$ cat config.mk
export PLATFORM = sky130hd
export DESIGN_NAME = cse_ctrl
export DESIGN_NICKNAME = d
export VERILOG_FILES = /design/src/rtl/cse_pkg.sv /design/src/rtl/cse_ctrl.sv
export SDC_FILE = /design/constraint.sdc
export NUM_CORES = 1
export LEC_CHECK = 0
export ABC_AREA = 1
export BUFFER_PORTS_ARGS = -buffer_cell sky130_fd_sc_hd__clkbuf_2
export CAP_MARGIN = 25
export CORE_AREA = 2 2 39 41
export CTS_CLUSTER_SIZE = 8
export DETAILED_ROUTE_END_ITERATION = 16
export DIE_AREA = 0 0 41 43
export SKIP_LAST_GASP = 1
export SLEW_MARGIN = 25
export SYNTH_ARGS = -nofsm -noshare
export SYNTH_HDL_FRONTEND = slang
export SYNTH_SLANG_ARGS = --single-unit
export TNS_END_PERCENT = 30
$ cat constraint.sdc
create_clock -name clk -period 1.35 [get_ports clk]
set_input_delay 0.2025 -clock clk [delete_from_list [all_inputs] [get_ports clk]]
set_output_delay 0.2025 -clock clk [all_outputs]
set_load 0.1 [all_outputs]
$ cat src/rtl/cse_pkg.sv
// Shared constants, command struct and arithmetic helpers for the cosine similarity engine
package cse_pkg;

  localparam int ELEM_W    = 16;               // element width, Q1.15
  localparam int PROD_W    = 2 * ELEM_W;       // exact product width
  localparam int ACC_W     = 48;               // saturating accumulator width
  localparam int ROOT_W    = ACC_W / 2;        // integer root width
  localparam int DEN_W     = 2 * ROOT_W;       // root product width
  localparam int SQ_STEPS  = ACC_W / 2;        // one result bit per step
  localparam int FRAC_SH   = 15;               // numerator scale, 2^14 plus one for rounding
  localparam int Q_W       = 15;               // quotient bits below the clamp point
  localparam int DIV_STEPS = Q_W;
  localparam int NUM_W     = 64;               // numerator and shifted divisor width
  localparam int SIM_W     = 16;
  localparam int SIM_ONE   = 16384;            // 1.0 in Q2.14
  localparam int CNT_W     = $clog2(SQ_STEPS);

  typedef struct packed {
    logic accept;    // a pair word is taken this cycle
    logic sq_load;   // load the root units from the accumulators
    logic sq_step;   // one digit of both roots
    logic den_load;  // register root_a * root_b
    logic num_load;  // build numerator, divisor and range check
    logic div_step;  // one quotient bit
    logic fin;       // register the result word, clear accumulators
  } cse_cmd_t;

  // saturating add: returns {hit, clamped sum}
  function automatic logic [ACC_W:0] sat_add(input logic signed [ACC_W-1:0] acc,
                                             input logic signed [PROD_W-1:0] p);
    logic [ACC_W:0] s;
    s = {acc[ACC_W-1], acc} + {{(ACC_W+1-PROD_W){p[PROD_W-1]}}, p};
    if (s[ACC_W] != s[ACC_W-1]) begin
      return {1'b1, s[ACC_W], {(ACC_W-1){~s[ACC_W]}}};
    end
    return {1'b0, s[ACC_W-1:0]};
  endfunction

  // one step of the bit-pair integer square root: returns {x, res}
  function automatic logic [2*ACC_W-1:0] sq_step(input logic [ACC_W-1:0] x,
                                                 input logic [ACC_W-1:0] res,
                                                 input logic [ACC_W-1:0] bitv);
    logic [ACC_W:0]   t;
    logic [ACC_W-1:0] x_n;
    logic [ACC_W-1:0] r_n;
    t = {1'b0, res} + {1'b0, bitv};
    if ({1'b0, x} >= t) begin
      x_n = x - t[ACC_W-1:0];
      r_n = (res >> 1) + bitv;
    end else begin
      x_n = x;
      r_n = res >> 1;
    end
    return {x_n, r_n};
  endfunction

endpackage

$ cat src/rtl/cse_ctrl.sv
// Sequencer for the cosine similarity engine: accept, roots, divide, result strobe
module cse_ctrl import cse_pkg::*; (
  input  logic     clk,
  input  logic     rst_n,
  input  logic     start,
  input  logic     last_pair,
  output logic     busy,
  output logic     out_valid,
  output cse_cmd_t cmd
);

  localparam logic [2:0] S_IDLE = 3'd0;
  localparam logic [2:0] S_WAIT = 3'd1;
  localparam logic [2:0] S_SQI  = 3'd2;
  localparam logic [2:0] S_SQ   = 3'd3;
  localparam logic [2:0] S_MUL  = 3'd4;
  localparam logic [2:0] S_NUM  = 3'd5;
  localparam logic [2:0] S_DIV  = 3'd6;
  localparam logic [2:0] S_FIN  = 3'd7;

  logic [2:0]       state_r, state_nxt;
  logic [CNT_W-1:0] cnt_r, cnt_nxt;
  logic             vld_r;

  assign busy      = (state_r != S_IDLE);
  assign out_valid = vld_r;

  always_comb begin
    state_nxt = state_r;
    cnt_nxt   = cnt_r;
    cmd       = '0;
    unique case (state_r)
      S_IDLE: begin
        cmd.accept = start;
        if (start && last_pair) state_nxt = S_WAIT;
      end
      S_WAIT: state_nxt = S_SQI;  // last product lands in the accumulators
      S_SQI: begin
        cmd.sq_load = 1'b1;
        cnt_nxt     = CNT_W'(SQ_STEPS - 1);
        state_nxt   = S_SQ;
      end
      S_SQ: begin
        cmd.sq_step = 1'b1;
        if (cnt_r == '0) state_nxt = S_MUL;
        else cnt_nxt = cnt_r - 1'b1;
      end
      S_MUL: begin
        cmd.den_load = 1'b1;
        state_nxt    = S_NUM;
      end
      S_NUM: begin
        cmd.num_load = 1'b1;
        cnt_nxt      = CNT_W'(DIV_STEPS - 1);
        state_nxt    = S_DIV;
      end
      S_DIV: begin
        cmd.div_step = 1'b1;
        if (cnt_r == '0) state_nxt = S_FIN;
        else cnt_nxt = cnt_r - 1'b1;
      end
      S_FIN: begin
        cmd.fin   = 1'b1;
        state_nxt = S_IDLE;
      end
    endcase
  end

  always_ff @(posedge clk) begin
    if (!rst_n) begin
      state_r <= S_IDLE;
      cnt_r   <= '0;
      vld_r   <= 1'b0;
    end else begin
      state_r <= state_nxt;
      cnt_r   <= cnt_nxt;
      vld_r   <= cmd.fin;
    end
  end

endmodule

==> results.sh, run 1 <==
export IMPL_r2r_slack_ns=0.04
export IMPL_dr_total_vias=643
export IMPL_syn_area_per_cell_um2=6.19
export IMPL_dr_pass1_iters=4
export IMPL_antenna_cells=0
export IMPL_endpoint="cmd[5]"
export IMPL_stdcell_area_um2=913
export IMPL_path_cells="buf_4 > nor3_4 > buf_12"
export IMPL_finalClockSkew_ns=0.00179
export IMPL_synthCells=90
export IMPL_max_slew_margin_pct=81.4
export IMPL_clk_latency_ns=0.27
export IMPL_place_congestion=0.776
export IMPL_start_util_pct=40.2
export IMPL_fin_ws_ns=-0.0691
export IMPL_synthXorXnorAreaFrac_pct=1.57
export IMPL_path_max_fanout=5
export IMPL_multiInputGateArea_um2=353
export IMPL_antenna_found_initial=0
export IMPL_final_cell_mix="nand2_1 (18), nor2_1 (12), inv_1 (10), buf_12 (9), nand3_1 (8)"
export IMPL_timing_rr_end="cnt_r[0]$_SDFFE_PN0P_"
export IMPL_num_rows=14
export IMPL_powerDensity_mw_per_mm2=1520
export IMPL_p_total_mw=1.39
export IMPL_ant_nets=0
export IMPL_synth_compound_area_share_pct=9.66
export IMPL_hold_buffers=0
export IMPL_clock_sinks=9
export IMPL_post_route_drc_count=0
export IMPL_grt_pass1_wl_um=2590
export IMPL_grt_pass1_vias=625
export IMPL_grt_ovfl_total=0
export IMPL_die_h_um=43
export IMPL_wirelength_um=1500
export IMPL_htreeDepth=1
export IMPL_drtIter0Drc=3
export IMPL_reg2regPathDepth=8
export IMPL_synth_mux_area_share_pct=0
export IMPL_hold_violations=0
export IMPL_status="finished, violations left"
export IMPL_critical_path_class="flop to output pin"
export IMPL_yosysSeqAreaShare_pct=32.4
export IMPL_final_net_count=120
export IMPL_cellLeakagePower_nw=0.445
export IMPL_endpoint_kind="output pin"
export IMPL_drive_gt1_share_pct=39.8
export IMPL_ir_worst_vdd_mv=1.02
export IMPL_timing_fmax_ghz=0.705
export IMPL_seqCellArea_um2=189
export IMPL_clkTransAtPathRegs_ns=0.07
export IMPL_die_w_um=41
export IMPL_cpPeakStageDelay_ns=0.36
export IMPL_syn_nets=96
export IMPL_routedWlPerCell_um=11.6
export IMPL_synth_simple_gate_area_share_pct=39.3
export IMPL_setup_worst_path_start="state_r[0]$_SDFFE_PN0P_"
export IMPL_track_usage_pct=21.3
export IMPL_ctsRootBufferMaster="clkbuf_4"
export IMPL_ys_types=16
export IMPL_hold_class="input pin to flop"
export IMPL_clk_path_buf_depth=2
export IMPL_setup_viol=8
export IMPL_pin_count=13
export IMPL_worstPathArrival_ns=1.22
export IMPL_yosys_warnings=0
export IMPL_violations="negative setup slack"
export IMPL_cp_data_required_time_ns=1.15
export IMPL_crit_slowest_cell="dfxtp_4"
export IMPL_coreArea_mm2=0.00138
export IMPL_rsz0062_at_grt="yes"
export IMPL_grt_max_degree=8
export IMPL_ys_seq_elements=9
export IMPL_placed_area_um2=790
export IMPL_finalCriticalPeriod_ns=1.42
export IMPL_cts_tree="built"
export IMPL_max_cap_violations=0
export IMPL_numCtsBuffers=3
export IMPL_place_hpwl_um=997
export IMPL_fin_crit_sh_pct=105
export IMPL_reg2reg_from="state_r[0]$_SDFFE_PN0P_"
export IMPL_portBuffers=12
export IMPL_area_growth_pct=64.0
export IMPL_dieArea_mm2=0.00176
export IMPL_viasPerCell=4.98
export IMPL_synth_top_family_by_area="simple AND/OR/NAND/NOR gates"
export IMPL_slew_violations=0
export IMPL_final_common_cell="nand2_1"
export IMPL_synthAdderAreaFrac_pct=4.49
export IMPL_worst_pin_slew_ns=0.282
export IMPL_dp_slack_ns=0.0682
export IMPL_netlist_area_um2=557
export IMPL_startpoint_type="flop"
export IMPL_fillCellCount=110
-- final cells by class --
class / count / area share [%]
Clock buffer: 4 / 2.88
Inverter: 18 / 8.49
Multi-Input combinational cell: 63 / 38.6
Sequential cell: 9 / 20.7
Tap cell: 16 / 2.19
Timing Repair Buffer: 19 / 27.1
-- state kept, by name (all words and copies together), names as in the netlist --
signal / flops
cnt_r: 5
out_valid: 1
state_r: 3
-- logic make-up (layout without fill, tap and decap cells) --
logic type / Yosys count / count (layout)
AND/OR/NAND/NOR: 50 / 50
XOR/XNOR: 1 / 1
adder cells (fa/ha/maj): 2 / 2
flip-flops: 9 / 9
buffers and inverters: 18 / 41
AO/OA/AOI/OAI: 10 / 10
-- synth_stat cells (all sizes together) --
cell type,instances,area (um^2)
nor3,1,5.00
inv,18,70.1
xnor2,1,8.76
a21oi,4,23.8
nor2,15,56.3
ha,2,25.0
nand4,1,6.26
nand3,10,50.1
o21ai,6,30.0
nand2,23,101
dfxtp,9,180
-- layer usage --
layer / routed length, um / GRT usage (%) / up-vias
met5: 0 / 0 / -
met4: 49 / 11.3 / 0
met3: 64 / 5.24 / 7
met2: 792 / 34.1 / 16
met1: 589 / 24.7 / 292
li1: - / - / 328
-- power breakdown --
group / leakage (nW) / total [mW] / internal [mW] / switching (mW)
Combinational: 0.355 / 0.817 / 0.322 / 0.495
Sequential: 0.0756 / 0.351 / 0.312 / 0.0393
Clock: 0.0150 / 0.223 / 0.115 / 0.108
Total: 0.445 / 1.39 / 0.748 / 0.643
-- worst min path at each step --
stage                     startpoint                       to  slack [ns]  cells after the start
6_report                       rst_n  state_r[2]$_SDFFE_PN0P_        0.23                      3
5_1_grt                        rst_n  state_r[2]$_SDFFE_PN0P_        0.27                      3
4_1_cts                        rst_n  state_r[2]$_SDFFE_PN0P_        0.23                      3
3_5_place_dp   cnt_r[4]$_SDFFE_PN0P_    cnt_r[4]$_SDFFE_PN0P_        0.50                      2
3_3_place_gp   cnt_r[0]$_SDFFE_PN0P_    cnt_r[0]$_SDFFE_PN0P_        0.50                      2
2_1_floorplan                  rst_n  state_r[2]$_SDFFE_PN0P_        0.33                      2
-- worst max-delay path, delay by kind of cell, from the launching register on --
family                 cells  cell delay, ns
buffers and inverters      2            0.36
flip-flops                 1            0.36
AND/OR/NAND/NOR            1            0.22
-- through the flow --
| step | utilization, % | instances | hold slack (ns) | setup TNS [ns] |
|---|---|---|---|---|
| 4_1_cts | 65.5 | 129 | 0.235 | -0.366 |
| 3_5_place_dp | 57.1 | 120 | 0.498 | 0 |
| 5_1_grt | 66.0 | 129 | 0.265 | -0.952 |
| 3_3_place_gp | 57.1 | 120 | 0.499 | 0 |
| 2_1_floorplan | - | 90 | 0.328 | -1.53 |
| 6_report | 66.0 | 129 | 0.232 | -0.454 |
-- timing repair --
item / CTS / global route
pin swaps: 3 / 3
setup endpoints to repair: 8 / 11
buffers inserted: 5 / 0
gates resized for setup: 18 / 4
Note: power is estimated with default switching activity, not from simulation.
==> run 2, diff against run 1 <==
- PLACE_DENSITY: not set -> 0.75
==> run 2 against run 1 <==
- the run still ends with negative setup slack left
- via count is 9.8% higher
- fmax increased by 0.11%
- register-to-register slack worse by 0.06 ns
- die area did not move
- clock skew down 0.00090 ns
- sequential power is 6.0% higher
==> results.sh, run 2 (synthesis results as in run 1) <==
export IMPL_track_usage_pct=25.1
export IMPL_hold_violations=0
export IMPL_portBuffers=12
export IMPL_worstPathArrival_ns=1.22
export IMPL_setup_viol=9
export IMPL_numCtsBuffers=3
export IMPL_antenna_cells=0
export IMPL_start_util_pct=40.2
export IMPL_powerDensity_mw_per_mm2=1510
export IMPL_clk_path_buf_depth=2
export IMPL_clkTransAtPathRegs_ns=0.06
export IMPL_num_rows=14
export IMPL_ctsRootBufferMaster="clkbuf_4"
export IMPL_ir_worst_vdd_mv=1.01
export IMPL_final_net_count=121
export IMPL_wirelength_um=2040
export IMPL_p_clk_share_pct=15.0
export IMPL_critical_path_class="flop to output pin"
export IMPL_dr_pass1_iters=4
export IMPL_clk_latency_ns=0.27
export IMPL_seqPwrFrac_pct=25.5
export IMPL_slew_violations=0
export IMPL_antenna_found_initial=0
export IMPL_coreArea_mm2=0.00138
export IMPL_drive_gt1_share_pct=50.0
export IMPL_place_congestion=0.788
export IMPL_finalCriticalPeriod_ns=1.42
export IMPL_fin_ws_ns=-0.0676
export IMPL_grt_pass1_vias=647
export IMPL_startpoint_type="flop"
export IMPL_area_growth_pct=73.7
export IMPL_grt_max_degree=8
export IMPL_dieArea_mm2=0.00176
export IMPL_final_common_cell="nand2_1"
export IMPL_switching_share_pct=47.8
export IMPL_dr_total_vias=706
export IMPL_finalClockSkew_ns=0.000891
export IMPL_pin_count=13
export IMPL_p_comb_share_pct=59.5
export IMPL_max_slew_margin_pct=64.3
export IMPL_max_cap_violations=0
export IMPL_rsz0062_at_grt="yes"
export IMPL_cellLeakagePower_nw=0.454
export IMPL_fin_crit_sh_pct=105
export IMPL_finalSetupTns_ns=-0.253
export IMPL_status="finished, violations left"
export IMPL_die_w_um=41
export IMPL_multiInputGateArea_um2=390
export IMPL_finalCoreUtilization_pct=69.9
export IMPL_ant_nets=0
export IMPL_routedWlPerCell_um=15.7
export IMPL_final_cell_mix="nand2_1 (18), nor2_1 (9), buf_12 (9), inv_2 (8)"
export IMPL_stdcell_area_um2=967
export IMPL_p_total_mw=1.46
export IMPL_cp_data_required_time_ns=1.15
export IMPL_whs_ns=0.277
export IMPL_p_int_uw=762
export IMPL_grt_ovfl_total=0
export IMPL_worst_pin_slew_ns=0.537
export IMPL_endpoint_kind="output pin"
export IMPL_path_max_fanout=3
export IMPL_placed_area_um2=779
export IMPL_post_route_drc_count=0
export IMPL_drtIter0Drc=52
export IMPL_viasPerCell=5.43
export IMPL_largest_reg_flops=5
export IMPL_violations="negative setup slack"
export IMPL_clock_sinks=9
export IMPL_die_h_um=43
export IMPL_timing_fmax_ghz=0.705
export IMPL_p_sw_uw=697
export IMPL_cts_tree="built"
export IMPL_fillCellCount=95
export IMPL_htreeDepth=1
export IMPL_place_hpwl_um=1100
export IMPL_grt_pass1_wl_um=2940
export IMPL_hold_class="input pin to flop"
export IMPL_seqCellArea_um2=193
export IMPL_max_flop_register="cnt_r"
## run 2: repair_timing
action,4_1_cts,5_1_grt
gates cloned,0,0
endpoints found under the setup margin,8,16
resized for setup,15,26
hold buffers,0,0
pin swaps,3,7
setup buffers,5,2
## run 2: path summary, 6_finish.rpt
path / from / to / slack [ns] / depth (start not counted)
setup reg to reg: state_r[1]$_SDFFE_PN0P_ / cnt_r[0]$_SDFFE_PN0P_ / -0.02 / 8
setup / recovery: state_r[1]$_SDFFE_PN0P_ / cmd[5] / -0.07 / 4
hold / removal: rst_n / state_r[2]$_SDFFE_PN0P_ / 0.28 / 3
hold reg to reg: cnt_r[1]$_SDFFE_PN0P_ / cnt_r[1]$_SDFFE_PN0P_ / 0.53 / 2
## run 2: final cells by class
type,count,area share (%)
Clock buffer,4,2.72
Tap cell,16,2.07
Inverter,18,8.02
Timing Repair Buffer,20,26.9
Sequential cell,9,19.9
Multi-Input combinational cell,63,40.4
## run 2: worst max-delay path: stages, from the launching register on
cell and delay (ns):
dfxtp_4 0.36, inv_4 0.05, buf_6 0.11, nor3_4 0.22
buf_12 0.20
## run 2: power by group through the flow
stage,sequential (mW),clock (mW),combinational [mW]
CTS,0.354,0.218,0.783
floorplan,0.346,0,0.471
detailed placement,0.357,0,0.652
global placement,0.353,0,0.633
finish,0.372,0.219,0.868
global route,0.373,0.223,0.922
## run 2: metal layers
metal / global-route usage [%] / vias up / part of all wire [%]
met4: 12.0 / 0 / 2.2
met2: 38.1 / 46 / 54
met1: 33.0 / 330 / 37
li1: - / 324 / -
met5: 0 / - / 0
met3: 3.66 / 6 / 6.1
## run 2: stage by stage
stage,worst slack (ns),instances
after floorplan,-0.546,90
after global placement,0.0820,119
after detailed placement,0.0258,119
after CTS,-0.0716,128
after global routing,-0.101,130
final,-0.0676,130
==> run 3, diff against run 2 <==
--- a/config.mk
+++ b/config.mk
@@ -13,5 +13,5 @@
 export DETAILED_ROUTE_END_ITERATION = 16
 export DIE_AREA = 0 0 41 43
-export PLACE_DENSITY = 0.75
+export PLACE_DENSITY = 0.72
 export SKIP_LAST_GASP = 1
 export SLEW_MARGIN = 25
==> constraint.sdc (replaced) <==
create_clock -name clk -period 1.35 [get_ports clk]
set_input_delay 0.27 -clock clk [delete_from_list [all_inputs] [get_ports clk]]
set_output_delay 0.27 -clock clk [all_outputs]
set_load 0.1 [all_outputs]
==> run 3 against run 2 <==
- the run still ends with negative setup slack left
- first-iteration DRC count fell by 77%
- non-clock buffer count fell by 1
- sequential power fell by 5%
- fmax fell by 6.3%
- combinational power fell by 10%
- routed wire length fell by 33%
- sequential share of layout area rose by 0.62 points
- utilization fell by 3.4 points
- critical path type unchanged
==> results.sh, run 3 (synthesis results as in run 1) <==
export IMPL_status="finished, violations left"
export IMPL_violations="negative setup slack"
export IMPL_place_hpwl_um=957
export IMPL_reg2regPathDepth=9
export IMPL_portBuffers=12
export IMPL_cts_tree="built"
export IMPL_final_net_count=120
export IMPL_dr_wl_met3_um=44
export IMPL_critical_path_class="flop to output pin"
export IMPL_path_cells="inv_4 > nand2_4 > nor2_4 > clkinvlp_4 > nor2_4 > buf_12"
export IMPL_r2r_slack_ns=0.07
export IMPL_cp_common_cell="nor2_4"
export IMPL_final_common_cell="nand2_1"
export IMPL_die_w_um=41
export IMPL_finalClockSkew_ns=0.00259
export IMPL_num_rows=14
export IMPL_finalCoreUtilization_pct=66.5
export IMPL_fin_ws_ns=-0.163
export IMPL_die_h_um=43
export IMPL_timing_rr_end="cnt_r[0]$_SDFFE_PN0P_"
export IMPL_path_delay_family="buffers and inverters"
export IMPL_p_int_uw=724
export IMPL_holdCritStartpoint="rst_n"
export IMPL_htreeDepth=1
export IMPL_dp_cells=119
export IMPL_antenna_found_initial=0
export IMPL_finalCriticalPeriod_ns=1.51
export IMPL_final_cell_mix="nand2_1 (18), nor2_1 (12), inv_1 (11), buf_12 (9), nand3_1 (8)"
export IMPL_wirelength_um=1370
export IMPL_wl_met2_um=705
export IMPL_post_route_drc_count=0
export IMPL_timing_fmax_ghz=0.661
export IMPL_p_sw_uw=604
export IMPL_reg2reg_from="cnt_r[0]$_SDFFE_PN0P_"
export IMPL_endpoint_kind="output pin"
export IMPL_worst_pin_slew_ns=0.243
export IMPL_hold_class="input pin to flop"
export IMPL_switching_share_pct=45.5
export IMPL_path_max_fanout=2
export IMPL_cpPeakStageDelay_ns=0.35
export IMPL_rsz0062_at_grt="yes"
export IMPL_dieArea_mm2=0.00176
export IMPL_placed_area_um2=821
export IMPL_antenna_cells=0
export IMPL_min_to="cnt_r[3]$_SDFFE_PN0P_"
export IMPL_viasPerCell=4.77
export IMPL_ctsRootBufferMaster="clkbuf_4"
export IMPL_coreArea_mm2=0.00138
export IMPL_stdcell_area_um2=920
export IMPL_p_comb_share_pct=58.7
export IMPL_powerDensity_mw_per_mm2=1440
export IMPL_hold_buffers=0
export IMPL_pin_count=13
export IMPL_fin_crit_sh_pct=112
export IMPL_worstPathArrival_ns=1.24
export IMPL_drtIter0Drc=12
export IMPL_drive_gt1_share_pct=38.9
export IMPL_largest_reg_flops=5
export IMPL_worstHoldPathCells=3
export IMPL_grt_pass1_wl_um=2370
export IMPL_clkTransAtPathRegs_ns=0.06
export IMPL_place_congestion=0.855
export IMPL_cellLeakagePower_nw=0.445
export IMPL_grt_ovfl_total=0
export IMPL_startpoint_type="flop"
export IMPL_hold_violations=0
export IMPL_ant_nets=0
export IMPL_routedWlPerCell_um=10.6
export IMPL_max_flop_register="cnt_r"
export IMPL_dr_max_layer_used="met3"
export IMPL_clock_sinks=9
export IMPL_fin_cells=129
export IMPL_setup_viol=8
export IMPL_max_cap_violations=0
export IMPL_grt_max_degree=8
export IMPL_path_buf_inv=3
export IMPL_ir_worst_vdd_mv=0.904
export IMPL_clk_path_buf_depth=2
export IMPL_slew_violations=0
export IMPL_track_usage_pct=19.5
export IMPL_area_growth_pct=65.2
export IMPL_dr_pass1_iters=4
export IMPL_grt_pass1_vias=578
export IMPL_cp_data_required_time_ns=1.08
export IMPL_max_slew_margin_pct=83.7
export IMPL_dr_total_vias=615
export IMPL_clk_latency_ns=0.25
export IMPL_seqPwrFrac_pct=26.8
export IMPL_numCtsBuffers=3
export IMPL_p_clk_share_pct=14.6
export IMPL_start_util_pct=40.2
export IMPL_crit_slowest_cell="dfxtp_4"
export IMPL_m1WireLength_um=616
export IMPL_whs_ns=0.322
[run 3: changes by cell type in the layout (fill, tap and decap cells not counted), moves of 2 or more]
cell,previous run,this run
inv_1,6,11
inv_2,8,3
nor2_1,9,12
nand3_1,6,8
nand3_2,3,1
nor2_2,3,1
o21ai_0,3,5
o21ai_1,3,1
[run 3: worst register-to-register path, delay by kind of cell, from the launching register on]
| family | cells | cell delay [ns] |
|---|---|---|
| and+or+nand+nor | 5 | 0.40 |
| DFF | 1 | 0.32 |
| adders and majority gates | 1 | 0.19 |
| buffers and inverters | 2 | 0.17 |
| AOI/OAI and AO/OA | 1 | 0.11 |
[run 3: how the worst max path moves through the flow]
stage / slack (ns) / endpoint / depth (start not counted) / startpoint
floorplan: -0.60 / cmd[6] / 5 / state_r[0]$_SDFFE_PN0P_
global placement: 0.05 / cmd[6] / 6 / state_r[0]$_SDFFE_PN0P_
detailed placement: 0.02 / cnt_r[1]$_SDFFE_PN0P_ / 7 / state_r[2]$_SDFFE_PN0P_
CTS: -0.21 / cmd[6] / 6 / state_r[1]$_SDFFE_PN0P_
global route: -0.22 / cmd[6] / 6 / state_r[0]$_SDFFE_PN0P_
finish: -0.16 / cmd[6] / 6 / state_r[0]$_SDFFE_PN0P_
[run 3: routing by layer]
metal	global-route usage, %	up-vias
met5	0	-
met4	10.7	0
met2	28.1	10
met1	26.1	277
met3	3.66	0
li1	-	328
[run 3: power groups by stage]
stage          combinational (mW)  clock [mW]  sequential [mW]
2_1_floorplan               0.502           0            0.355
3_3_place_gp                0.662           0            0.365
3_5_place_dp                0.671           0            0.369
4_1_cts                     0.760       0.205            0.353
5_1_grt                     0.837       0.222            0.359
6_report                    0.779       0.193            0.355
[run 3: timing repair]
action                     CTS  global route
cloned                       0             0
buffers inserted             6             0
setup endpoints to repair    8            14
pin swaps                    3             3
gates resized for setup      5             5
[run 3: cell type report]
class	count	area [um^2]
well taps	16	20.0
flip-flops and latches	9	189
fillers	108	464
repair buffers	19	251
clock buffers	4	26.3
inverters	18	78.8
multi-input cells	63	354
[run 3: per-stage QoR]
step                      power (mW)  setup WS (ns)  setup TNS (ns)
after floorplan                0.858         -0.602           -2.04
after global placement          1.03         0.0514               0
after detailed placement        1.04         0.0176               0
after CTS                       1.32         -0.205          -0.977
after global routing            1.42         -0.219           -1.53
final                           1.33         -0.163          -0.799
